===== src/hdl/edp_pkg.sv =====
// Shared types and constants for the encoder distance deceleration profile.
`timescale 1ns / 1ps
package edp_pkg;

  localparam int COUNT_WIDTH_DEF = 32;
  localparam int DIST_WIDTH_DEF  = 31;

  localparam int TARGET_W = 31;
  localparam int SPEED_W  = 9;
  localparam int RATIO_W  = 8;
  localparam int LIMIT_W  = 4;
  localparam int CFG_IDX_W = 3;
  localparam int CFG_DATA_W = 31;

  localparam int QUOT_W    = 17;
  localparam int DIV_STEPS = 16;
  localparam int DIV_CNT_W = 4;

  localparam logic [CFG_IDX_W-1:0] REG_TARGET    = 3'd0;
  localparam logic [CFG_IDX_W-1:0] REG_CRUISE    = 3'd1;
  localparam logic [CFG_IDX_W-1:0] REG_MIN       = 3'd2;
  localparam logic [CFG_IDX_W-1:0] REG_RATIO     = 3'd3;
  localparam logic [CFG_IDX_W-1:0] REG_STALL_EN  = 3'd4;
  localparam logic [CFG_IDX_W-1:0] REG_STALL_LIM = 3'd5;

  localparam logic [RATIO_W-1:0] RATIO_RESET = 8'd154;
  localparam logic [LIMIT_W-1:0] LIMIT_RESET = 4'd5;

  typedef logic [2:0] res_kind_t;
  localparam res_kind_t RES_START  = 3'd0;
  localparam res_kind_t RES_STALL  = 3'd1;
  localparam res_kind_t RES_ARRIVE = 3'd2;
  localparam res_kind_t RES_CRUISE = 3'd3;
  localparam res_kind_t RES_DECEL  = 3'd4;

  typedef struct packed {
    logic      capture;
    logic      eval;
    logic      sum;
    logic      accum;
    logic      prep;
    logic      div_init;
    logic      div_step;
    logic      square;
    logic      mult;
    logic      fin;
    logic      load_out;
    res_kind_t kind;
  } dp_cmd_t;

  typedef struct packed {
    logic start;
    logic stall_stop;
    logic arrived;
    logic in_zone;
  } dp_status_t;

endpackage


===== src/hdl/encoder_distance_decel_profile_core.sv =====
// Sequence: a start or stall-stop beat goes capture, evaluate, result; other beats go on through
// sum, accumulate, prepare and check, and a deceleration beat also through the one-bit-per-cycle
// quotient divider, square, multiply and finish. One beat at a time: a new beat is taken once the
// sequencer is back in idle, while the previous result may still wait in the output register.
// Reset (rst_n, synchronous): config to defaults, baseline, distance and stall
// count cleared, no result pending.
`timescale 1ns / 1ps
module encoder_distance_decel_profile_core
  import edp_pkg::*;
#(
  parameter int COUNT_WIDTH = COUNT_WIDTH_DEF,
  parameter int DIST_WIDTH  = DIST_WIDTH_DEF
) (
  input  logic                          clk,
  input  logic                          rst_n,
  input  logic                          cfg_we,
  input  logic [CFG_IDX_W-1:0]          cfg_index,
  input  logic [CFG_DATA_W-1:0]         cfg_wdata,
  input  logic                          in_valid,
  output logic                          in_stall,
  input  logic                          in_command,
  input  logic signed [COUNT_WIDTH-1:0] in_left_count,
  input  logic signed [COUNT_WIDTH-1:0] in_right_count,
  output logic                          out_valid,
  input  logic                          out_stall,
  output logic signed [SPEED_W-1:0]     out_speed,
  output logic                          out_arrived,
  output logic                          out_stalled,
  output logic                          out_decelerating,
  output logic [TARGET_W-1:0]           out_distance_travelled
);

  dp_cmd_t    cmd;
  dp_status_t status;

  edp_ctrl u_ctrl (
    .clk       (clk),
    .rst_n     (rst_n),
    .in_valid  (in_valid),
    .in_stall  (in_stall),
    .out_valid (out_valid),
    .out_stall (out_stall),
    .status    (status),
    .cmd       (cmd)
  );

  edp_datapath #(
    .COUNT_WIDTH (COUNT_WIDTH),
    .DIST_WIDTH  (DIST_WIDTH)
  ) u_dp (
    .clk                    (clk),
    .rst_n                  (rst_n),
    .cfg_we                 (cfg_we),
    .cfg_index              (cfg_index),
    .cfg_wdata              (cfg_wdata),
    .in_command             (in_command),
    .in_left_count          (in_left_count),
    .in_right_count         (in_right_count),
    .cmd                    (cmd),
    .status                 (status),
    .out_speed              (out_speed),
    .out_arrived            (out_arrived),
    .out_stalled            (out_stalled),
    .out_decelerating       (out_decelerating),
    .out_distance_travelled (out_distance_travelled)
  );

endmodule


===== src/hdl/edp_ctrl.sv =====
// Sequencer for the deceleration profile: steps the datapath through one beat.
`timescale 1ns / 1ps
module edp_ctrl
  import edp_pkg::*;
(
  input  logic       clk,
  input  logic       rst_n,
  input  logic       in_valid,
  output logic       in_stall,
  output logic       out_valid,
  input  logic       out_stall,
  input  dp_status_t status,
  output dp_cmd_t    cmd
);

  localparam logic [3:0] ST_IDLE   = 4'd0;
  localparam logic [3:0] ST_EVAL   = 4'd1;
  localparam logic [3:0] ST_SUM    = 4'd2;
  localparam logic [3:0] ST_ACCUM  = 4'd3;
  localparam logic [3:0] ST_PREP   = 4'd4;
  localparam logic [3:0] ST_CHECK  = 4'd5;
  localparam logic [3:0] ST_DIV    = 4'd6;
  localparam logic [3:0] ST_SQR    = 4'd7;
  localparam logic [3:0] ST_MULT   = 4'd8;
  localparam logic [3:0] ST_FIN    = 4'd9;
  localparam logic [3:0] ST_RESULT = 4'd10;

  logic [3:0]           state_r, state_nxt;
  logic [DIV_CNT_W-1:0] cnt_r, cnt_nxt;
  res_kind_t            kind_r, kind_nxt;
  logic                 out_valid_r, out_valid_nxt;
  logic                 slot_free;

  assign in_stall  = (state_r != ST_IDLE);
  assign out_valid = out_valid_r;
  assign slot_free = !out_valid_r || !out_stall;

  always_comb begin
    state_nxt     = state_r;
    cnt_nxt       = cnt_r;
    kind_nxt      = kind_r;
    out_valid_nxt = out_valid_r && out_stall;
    cmd           = '0;
    cmd.kind      = kind_r;
    unique case (state_r)
      ST_IDLE: begin
        if (in_valid) begin
          cmd.capture = 1'b1;
          state_nxt   = ST_EVAL;
        end
      end
      ST_EVAL: begin
        cmd.eval = 1'b1;
        if (status.start) begin
          kind_nxt  = RES_START;
          state_nxt = ST_RESULT;
        end else if (status.stall_stop) begin
          kind_nxt  = RES_STALL;
          state_nxt = ST_RESULT;
        end else begin
          state_nxt = ST_SUM;
        end
      end
      ST_SUM: begin
        cmd.sum   = 1'b1;
        state_nxt = ST_ACCUM;
      end
      ST_ACCUM: begin
        cmd.accum = 1'b1;
        state_nxt = ST_PREP;
      end
      ST_PREP: begin
        cmd.prep  = 1'b1;
        state_nxt = ST_CHECK;
      end
      ST_CHECK: begin
        if (status.arrived) begin
          kind_nxt  = RES_ARRIVE;
          state_nxt = ST_RESULT;
        end else if (!status.in_zone) begin
          kind_nxt  = RES_CRUISE;
          state_nxt = ST_RESULT;
        end else begin
          cmd.div_init = 1'b1;
          cnt_nxt      = '0;
          state_nxt    = ST_DIV;
        end
      end
      ST_DIV: begin
        cmd.div_step = 1'b1;
        cnt_nxt      = cnt_r + 1'b1;
        if (cnt_r == DIV_CNT_W'(DIV_STEPS - 1)) begin
          state_nxt = ST_SQR;
        end
      end
      ST_SQR: begin
        cmd.square = 1'b1;
        state_nxt  = ST_MULT;
      end
      ST_MULT: begin
        cmd.mult  = 1'b1;
        state_nxt = ST_FIN;
      end
      ST_FIN: begin
        cmd.fin   = 1'b1;
        kind_nxt  = RES_DECEL;
        state_nxt = ST_RESULT;
      end
      ST_RESULT: begin
        if (slot_free) begin
          cmd.load_out  = 1'b1;
          out_valid_nxt = 1'b1;
          state_nxt     = ST_IDLE;
        end
      end
      default: begin
        state_nxt = ST_IDLE;
      end
    endcase
  end

  always_ff @(posedge clk) begin
    if (!rst_n) begin
      state_r     <= ST_IDLE;
      cnt_r       <= '0;
      kind_r      <= RES_START;
      out_valid_r <= 1'b0;
    end else begin
      state_r     <= state_nxt;
      cnt_r       <= cnt_nxt;
      kind_r      <= kind_nxt;
      out_valid_r <= out_valid_nxt;
    end
  end

endmodule


===== src/hdl/edp_datapath.sv =====
// Datapath: config registers, distance accumulator, divider, multiplies, result register.
`timescale 1ns / 1ps
module edp_datapath
  import edp_pkg::*;
#(
  parameter int COUNT_WIDTH = COUNT_WIDTH_DEF,
  parameter int DIST_WIDTH  = DIST_WIDTH_DEF
) (
  input  logic                          clk,
  input  logic                          rst_n,
  input  logic                          cfg_we,
  input  logic [CFG_IDX_W-1:0]          cfg_index,
  input  logic [CFG_DATA_W-1:0]         cfg_wdata,
  input  logic                          in_command,
  input  logic signed [COUNT_WIDTH-1:0] in_left_count,
  input  logic signed [COUNT_WIDTH-1:0] in_right_count,
  input  dp_cmd_t                       cmd,
  output dp_status_t                    status,
  output logic signed [SPEED_W-1:0]     out_speed,
  output logic                          out_arrived,
  output logic                          out_stalled,
  output logic                          out_decelerating,
  output logic [TARGET_W-1:0]           out_distance_travelled
);

  localparam int CW   = COUNT_WIDTH;
  localparam int DW   = DIST_WIDTH;
  localparam int CMPW = (DW > TARGET_W) ? DW : TARGET_W;
  localparam int AW   = ((CW + 1 > DW) ? CW + 1 : DW) + 1;
  localparam int ZPW  = TARGET_W + RATIO_W;
  localparam int SQW  = 2 * QUOT_W;
  localparam int PRW  = SPEED_W + 1 + SQW;
  localparam int ACW  = PRW + 1;
  localparam int FRAC = 32;

  // configuration
  logic [TARGET_W-1:0]       target_r;
  logic signed [SPEED_W-1:0] cruise_r;
  logic signed [SPEED_W-1:0] min_r;
  logic [RATIO_W-1:0]        ratio_r;
  logic                      stall_en_r;
  logic [LIMIT_W-1:0]        limit_r;

  // state
  logic [CW-1:0]      prev_l_r, prev_r_r;
  logic [DW-1:0]      trav_r;
  logic [LIMIT_W-1:0] stall_cnt_r, stall_cnt_nxt;

  // working registers
  logic                 cmd_r;
  logic [CW-1:0]        cap_l_r, cap_r_r;
  logic [CW-1:0]        dl_r, dr_r;
  logic [CW:0]          abs_r;
  logic                 arrived_r;
  logic [TARGET_W-1:0]  rem_r, zone_r;
  logic [TARGET_W:0]    div_rem_r;
  logic [QUOT_W-1:0]    quot_r;
  logic [SQW-1:0]       sq_r;
  logic signed [PRW-1:0] prod_r;
  logic signed [ACW-1:0] acc_r;

  // result register
  logic signed [SPEED_W-1:0] out_speed_r;
  logic                      out_arrived_r, out_stalled_r, out_decel_r;
  logic [TARGET_W-1:0]       out_dist_r;

  logic                 unchanged;
  logic                 trav_ge;
  logic [CMPW-1:0]      trav_ext, target_ext;
  logic signed [CW:0]   dsum;
  logic [CW:0]          dabs;
  logic [AW-1:0]        tsum;
  logic [ZPW-1:0]       zone_prod;
  logic [TARGET_W:0]    div_sh;
  logic                 div_ge;
  logic [SQW-1:0]       sq_full;
  logic signed [SPEED_W:0]   speed_diff;
  logic signed [ACW-1:0]     min_scaled;
  logic signed [ACW-FRAC-1:0] acc_hi;
  logic signed [ACW-FRAC-1:0] speed_trunc;

  always_ff @(posedge clk) begin
    if (!rst_n) begin
      target_r   <= '0;
      cruise_r   <= '0;
      min_r      <= '0;
      ratio_r    <= RATIO_RESET;
      stall_en_r <= 1'b0;
      limit_r    <= LIMIT_RESET;
    end else if (cfg_we) begin
      unique case (cfg_index)
        REG_TARGET:    target_r   <= cfg_wdata[TARGET_W-1:0];
        REG_CRUISE:    cruise_r   <= cfg_wdata[SPEED_W-1:0];
        REG_MIN:       min_r      <= cfg_wdata[SPEED_W-1:0];
        REG_RATIO:     ratio_r    <= cfg_wdata[RATIO_W-1:0];
        REG_STALL_EN:  stall_en_r <= cfg_wdata[0];
        REG_STALL_LIM: limit_r    <= cfg_wdata[LIMIT_W-1:0];
        default: ;
      endcase
    end
  end

  assign unchanged  = (cap_l_r == prev_l_r) && (cap_r_r == prev_r_r);
  assign trav_ext   = CMPW'(trav_r);
  assign target_ext = CMPW'(target_r);
  assign trav_ge    = trav_ext >= target_ext;

  always_comb begin
    if (stall_en_r && unchanged) begin
      stall_cnt_nxt = (stall_cnt_r == '1) ? stall_cnt_r : stall_cnt_r + 1'b1;
    end else begin
      stall_cnt_nxt = '0;
    end
  end

  assign status.start      = cmd_r;
  assign status.stall_stop = stall_en_r && unchanged && (stall_cnt_nxt > limit_r);
  assign status.arrived    = arrived_r;
  assign status.in_zone    = (zone_r != '0) && (rem_r <= zone_r);

  assign dsum      = $signed({dl_r[CW-1], dl_r}) + $signed({dr_r[CW-1], dr_r});
  assign dabs      = dsum[CW] ? (CW+1)'(-dsum) : dsum;
  assign tsum      = AW'(trav_r) + AW'(abs_r);
  assign zone_prod = ZPW'(target_r) * ZPW'(ratio_r);
  assign div_sh    = {div_rem_r[TARGET_W-1:0], 1'b0};
  assign div_ge    = div_sh >= {1'b0, zone_r};
  assign sq_full   = SQW'(quot_r) * SQW'(quot_r);
  assign speed_diff = (SPEED_W+1)'(cruise_r) - (SPEED_W+1)'(min_r);
  assign min_scaled = ACW'(min_r) <<< FRAC;
  assign acc_hi     = acc_r[ACW-1:FRAC];
  assign speed_trunc = (acc_r[ACW-1] && (acc_r[FRAC-1:0] != '0)) ? acc_hi + 1'b1 : acc_hi;

  always_ff @(posedge clk) begin
    if (!rst_n) begin
      prev_l_r    <= '0;
      prev_r_r    <= '0;
      trav_r      <= '0;
      stall_cnt_r <= '0;
    end else begin
      if (cmd.eval) begin
        if (cmd_r) begin
          prev_l_r    <= cap_l_r;
          prev_r_r    <= cap_r_r;
          trav_r      <= '0;
          stall_cnt_r <= '0;
        end else begin
          stall_cnt_r <= stall_cnt_nxt;
        end
      end
      if (cmd.accum) begin
        trav_r   <= (tsum > AW'({DW{1'b1}})) ? {DW{1'b1}} : tsum[DW-1:0];
        prev_l_r <= cap_l_r;
        prev_r_r <= cap_r_r;
      end
    end
  end

  always_ff @(posedge clk) begin
    if (cmd.capture) begin
      cmd_r   <= in_command;
      cap_l_r <= in_left_count;
      cap_r_r <= in_right_count;
    end
    if (cmd.eval) begin
      dl_r <= cap_l_r - prev_l_r;
      dr_r <= cap_r_r - prev_r_r;
    end
    if (cmd.sum) begin
      abs_r <= dabs;
    end
    if (cmd.prep) begin
      arrived_r <= trav_ge;
      rem_r     <= TARGET_W'(target_ext - trav_ext);
      zone_r    <= zone_prod[ZPW-1:RATIO_W];
    end
    if (cmd.div_init) begin
      // remaining never exceeds the zone, so the top quotient bit is an equality test
      div_rem_r <= (rem_r == zone_r) ? '0 : {1'b0, rem_r};
      quot_r    <= QUOT_W'(rem_r == zone_r);
    end else if (cmd.div_step) begin
      div_rem_r <= div_ge ? div_sh - {1'b0, zone_r} : div_sh;
      quot_r    <= {quot_r[QUOT_W-2:0], div_ge};
    end
    if (cmd.square) begin
      sq_r <= sq_full;
    end
    if (cmd.mult) begin
      prod_r <= speed_diff * $signed({1'b0, sq_r[SQW-2:0]});
    end
    if (cmd.fin) begin
      acc_r <= min_scaled + ACW'(prod_r);
    end
    if (cmd.load_out) begin
      out_speed_r   <= '0;
      out_arrived_r <= 1'b0;
      out_stalled_r <= 1'b0;
      out_decel_r   <= 1'b0;
      out_dist_r    <= trav_ext[TARGET_W-1:0];
      case (cmd.kind)
        RES_START: begin
          out_dist_r <= '0;
        end
        RES_STALL: begin
          out_arrived_r <= trav_ge;
          out_stalled_r <= 1'b1;
        end
        RES_ARRIVE: begin
          out_arrived_r <= 1'b1;
        end
        RES_CRUISE: begin
          out_speed_r <= cruise_r;
        end
        RES_DECEL: begin
          out_speed_r <= speed_trunc[SPEED_W-1:0];
          out_decel_r <= 1'b1;
        end
        default: ;
      endcase
    end
  end

  assign out_speed              = out_speed_r;
  assign out_arrived            = out_arrived_r;
  assign out_stalled            = out_stalled_r;
  assign out_decelerating       = out_decel_r;
  assign out_distance_travelled = out_dist_r;

endmodule


===== config.mk =====
export PLATFORM = sky130hd
export DESIGN_NAME = encoder_distance_decel_profile_core
export DESIGN_NICKNAME = d
export VERILOG_FILES = /design/src/hdl/edp_pkg.sv /design/src/hdl/encoder_distance_decel_profile_core.sv /design/src/hdl/edp_ctrl.sv /design/src/hdl/edp_datapath.sv
export SDC_FILE = /design/constraint.sdc
export NUM_CORES = 2
export LEC_CHECK = 0
export ABC_CLOCK_PERIOD_IN_PS = 8000
export BUFFER_PORTS_ARGS = -buffer_cell sky130_fd_sc_hd__buf_2
export CAP_MARGIN = 20
export CORE_MARGIN = 2
export CORE_UTILIZATION = 59
export DETAILED_ROUTE_END_ITERATION = 8
export GPL_TIMING_DRIVEN = 0
export PLACE_DENSITY = 0.79
export SYNTH_ARGS = -nofsm -noshare
export SYNTH_HDL_FRONTEND = slang
export SYNTH_SLANG_ARGS = --single-unit

===== constraint.sdc =====
create_clock -name clk -period 8 [get_ports clk]
set_clock_uncertainty 0.1 [all_clocks]
set_input_delay 0.4 -clock clk [delete_from_list [all_inputs] [get_ports clk]]
set_output_delay 0.4 -clock clk [all_outputs]
set_load 0.01 [all_outputs]

==> results by group <==
Status
  • Status: completed

CTS
  • Worst-skew pair later-pin latency: 0.67 ns
  • Root buffer selected by CTS: clkbuf_16
  • Htree depth: 3
  • Worst-path clk slew: 0.06 ns
  • CTS sink cnt: a little over 600
  • Max Buffers Root-to-Sink: 3
  • CTS buffer count: 70
  • CTS tree: done

Logic synthesis
  • Seq/Total Area, Yosys: 0.2788
  • Synth area leader: edfxtp_1
  • Ys async rst share: 0
  • Synth top area cells: edfxtp_1 (21%), fa_1 (21%), ha_1 (11%)
  • Syn Area/Cell: 9.392 um^2
  • Number of synthesized flops with an enable pin: 418
  • Post-Syn Instances: 6239
  • Top-area cell type share of the netlist area: 0.2142
  • Cell Area, Synth: 58600 um^2
  • Synth cell types: 90
  • Synth warn: 0
  • Top FF cell, synth: edfxtp_1
  • Yosys reg bits: 607

Route
  • Vias per inst: 5.773
  • DRC Markers: 0
  • Total number of vias: 45880
  • Antenna viol nets, final: 0
  • Detailed router's first-iteration violation count: between 4000 and 5000
  • First-pass iteration count of the detailed router: 6
  • Final wirelength: 155300 um
  • Post-DR wirelength/cell: 19.54 um

Setup path
  • FF-to-FF Start: u_dp.min_r[2]$_SDFFE_PN0P_
  • R2r setup slk: 0.09 ns
  • CP startpoint kind: register
  • Number of buffers and inverters on the critical path: 5
  • Worst Setup SP: u_dp.min_r[2]$_SDFFE_PN0P_
  • Family with the most delay on the worst path: adder cells
  • Setup CP Type: register to register
  • Worst Reg-to-Reg Cells: 30
  • Worst Path Arrival: slightly above 8 ns
  • WP data required: 8.30 ns
  • Reg2reg end: u_dp.prod_r[36]$_DFFE_PP_
  • Crit path capture type: register
  • Max FO, Critical Path: 10
  • Slowest library cell on the worst path: fa_1
  • CP max stage delay: 0.50 ns

GRT
  • GRT Resource Usage Total: 0.3039
  • First-pass GRT wire length: 245000 um
  • Vias in the first global route: 46050
  • Initial antenna violation count: 9
  • Largest net degree at the start of global routing: 66
  • Total gr overflow: 0

Die
  • Die area: 101900 um^2
  • # rows: roughly 120
  • Initial Util: 0.5954
  • Die Span X: 319.1 um
  • Die span in y: between 300 and 400 um
  • Core Area: 98420 um^2
  • I/O pin cnt: 149

Final layout
  • P&R area growth vs syn: 11.35%
  • Final nets: 7847
  • Fraction of layout cells with a size suffix above 1: 0.06683
  • Layout Utilization: 0.6629
  • Fill cell count: around 7700

STA
  • Final period utilization: 0.9882
  • Final min period: 7.905 ns
  • FMAX: 126.5 MHz
  • Tightest Pin Transition: 1.190 ns
  • Max Slew Vio Count: 0
  • Final setup fails: 0
  • Hold Fails Final Rpt: 0
  • Slew headroom: 0.2070

Pwr
  • Pwr dens: approximately 300 nW/um^2
  • VDD IR max: slightly above 0.6 mV
  • Power, Total: 19.31 mW
  • Leak Pwr: 29.46 nW

Worst hold path
  • Hold Crit Depth: 4
  • Hold Path Origin: cfg_index[2]
  • HP Class: input pin to register
  • Hold endpoint: u_dp.stall_en_r$_SDFFE_PN0P_

Placement
  • Post-DP HPWL: around 120000 um
  • Port buffer count: 148
  • RePlAce Congestion: 0.9870

Job
  • Max Cap Viol: 0
through the flow:
step	worst slack (ns)	std cells	hold slack, ns	setup TNS (ns)	cell area (um^2)
final	0.09472	7947	0.05155	0	65250
after global routing	-0.07655	7946	0.08086	-0.1108	65240
after CTS	0.003778	7931	0.01915	0	64840
after detailed placement	-1.013	7701	0.3052	-10.57	61240
after global placement	-1.731	7681	0.3013	-166.25	60970
after floorplan	0.2900	6246	0.3003	0	58620
synth_stat cells, drive strengths merged (12+ instances only):
library cell    n
a2111oi        12
a211o          17
a211oi         39
a21boi         21
a21o          147
a21oi         404
a31oi          38
a41oi          12
and2          319
and3           36
buf            25
clkbuf        211
dfxtp         189
edfxtp        418
fa            621
ha            520
inv           957
mux2i          25
nand2         793
nand2b         66
nand3          87
nand4          50
nor2          256
nor2b          93
nor3           70
nor4           25
o211ai         17
o21a           41
o21ai         214
o21bai         29
o31ai          20
or2            23
or3            21
xnor2         194
xor2          112
cell type report:
class | count | area (um^2) | area share
Clock inverter | 37 | 391.6 | 0.006002
Tap cell | 1287 | 1610 | 0.02468
Clock buffer | 92 | 2074 | 0.03179
Sequential cell | 607 | 16340 | 0.2505
Inverter | 957 | 3598 | 0.05515
Antenna cell | 1 | 2.502 | 0.00003835
Timing Repair Buffer | 284 | 2086 | 0.03197
Multi-Input combinational cell | 4446 | 38160 | 0.5849
Buffer | 236 | 977.2 | 0.01498
timing repair:
action,in CTS,in global routing
hold endpoints to repair,125,0
hold buffers,97,0
setup endpoints to repair,24,18
gates resized for setup,38,84
buffers inserted,4,15
pin swaps,5,27
worst max path at each step:
stage | to | slack (ns) | depth (start not counted)
2_1_floorplan | u_dp.prod_r[36]$_DFFE_PP_ | 0.29 | 31
3_3_place_gp | u_dp.zone_r[12]$_DFFE_PP_ | -1.73 | 2
3_5_place_dp | u_dp.prod_r[36]$_DFFE_PP_ | -1.01 | 31
4_1_cts | u_dp.prod_r[35]$_DFFE_PP_ | 0.004 | 31
5_1_grt | u_dp.prod_r[36]$_DFFE_PP_ | -0.08 | 31
6_report | u_dp.prod_r[36]$_DFFE_PP_ | 0.09 | 30
layout by cell type (no fill, tap or decap), types with 197 or more instances in the layout:
master / n
and2_1: 319
inv_1: 950
edfxtp_1: 418
nor2_1: 252
nand2_1: 793
clkbuf_1: 197
fa_1: 619
o21ai_0: 208
a21oi_1: 397
ha_1: 512
worst min-delay path: stages:
cell	delay [ns]
buf_2	0.11
nand3_1	0.10
mux2i_1	0.08
nor2_1	0.07
flip-flops by register name, indices dropped and copies added, names as in the netlist, 8 cells and up:
name                         cells
u_dp.dr_r                       32
u_dp.div_rem_r                  31
u_dp.prev_r_r                   32
u_dp.cap_l_r                    32
u_dp.dl_r                       32
u_dp.target_ext                 31
u_dp.min_r                       9
u_dp.cruise_r                    9
u_dp.cap_r_r                    32
u_dp.trav_ext                   31
u_dp.acc_r                      42
u_dp.quot_r                     17
u_dp.prod_r                     44
u_dp.out_distance_travelled     31
u_dp.zone_r                     31
u_dp.prev_l_r                   32
u_dp.sq_r                       32
u_dp.ratio_r                     8
u_dp.rem_r                      31
u_dp.out_speed                   9
u_dp.abs_r                      33
logic make-up after synthesis:
family	Yosys count	synth area share
multiplexers	29	0.005039
buffers and inverters	1193	0.07685
XOR/XNOR	306	0.04574
other	2	0.0001282
AO/OA/AOI/OAI	1088	0.1165
AND/OR/NAND/NOR	1873	0.1538
adder cells (fa/ha/maj)	1141	0.3232
flip-flops	607	0.2788
metal layers:
layer | vias to the layer above | GRT usage | routed length [um]
met2 | 1868 | 0.5028 | 73450
met3 | 458 | 0.05442 | 12690
met1 | 22290 | 0.3956 | 62360
li1 | 21260 | - | -
met4 | 10 | 0.1247 | 6743
met5 | - | 0 | 59
power breakdown:
part	switching, mW	internal, mW	total (mW)
sequential	0.182	4.21	4.39
combinational	6.80	4.71	11.5
clock	1.43	1.98	3.41
(Power assumes the default switching activity.)
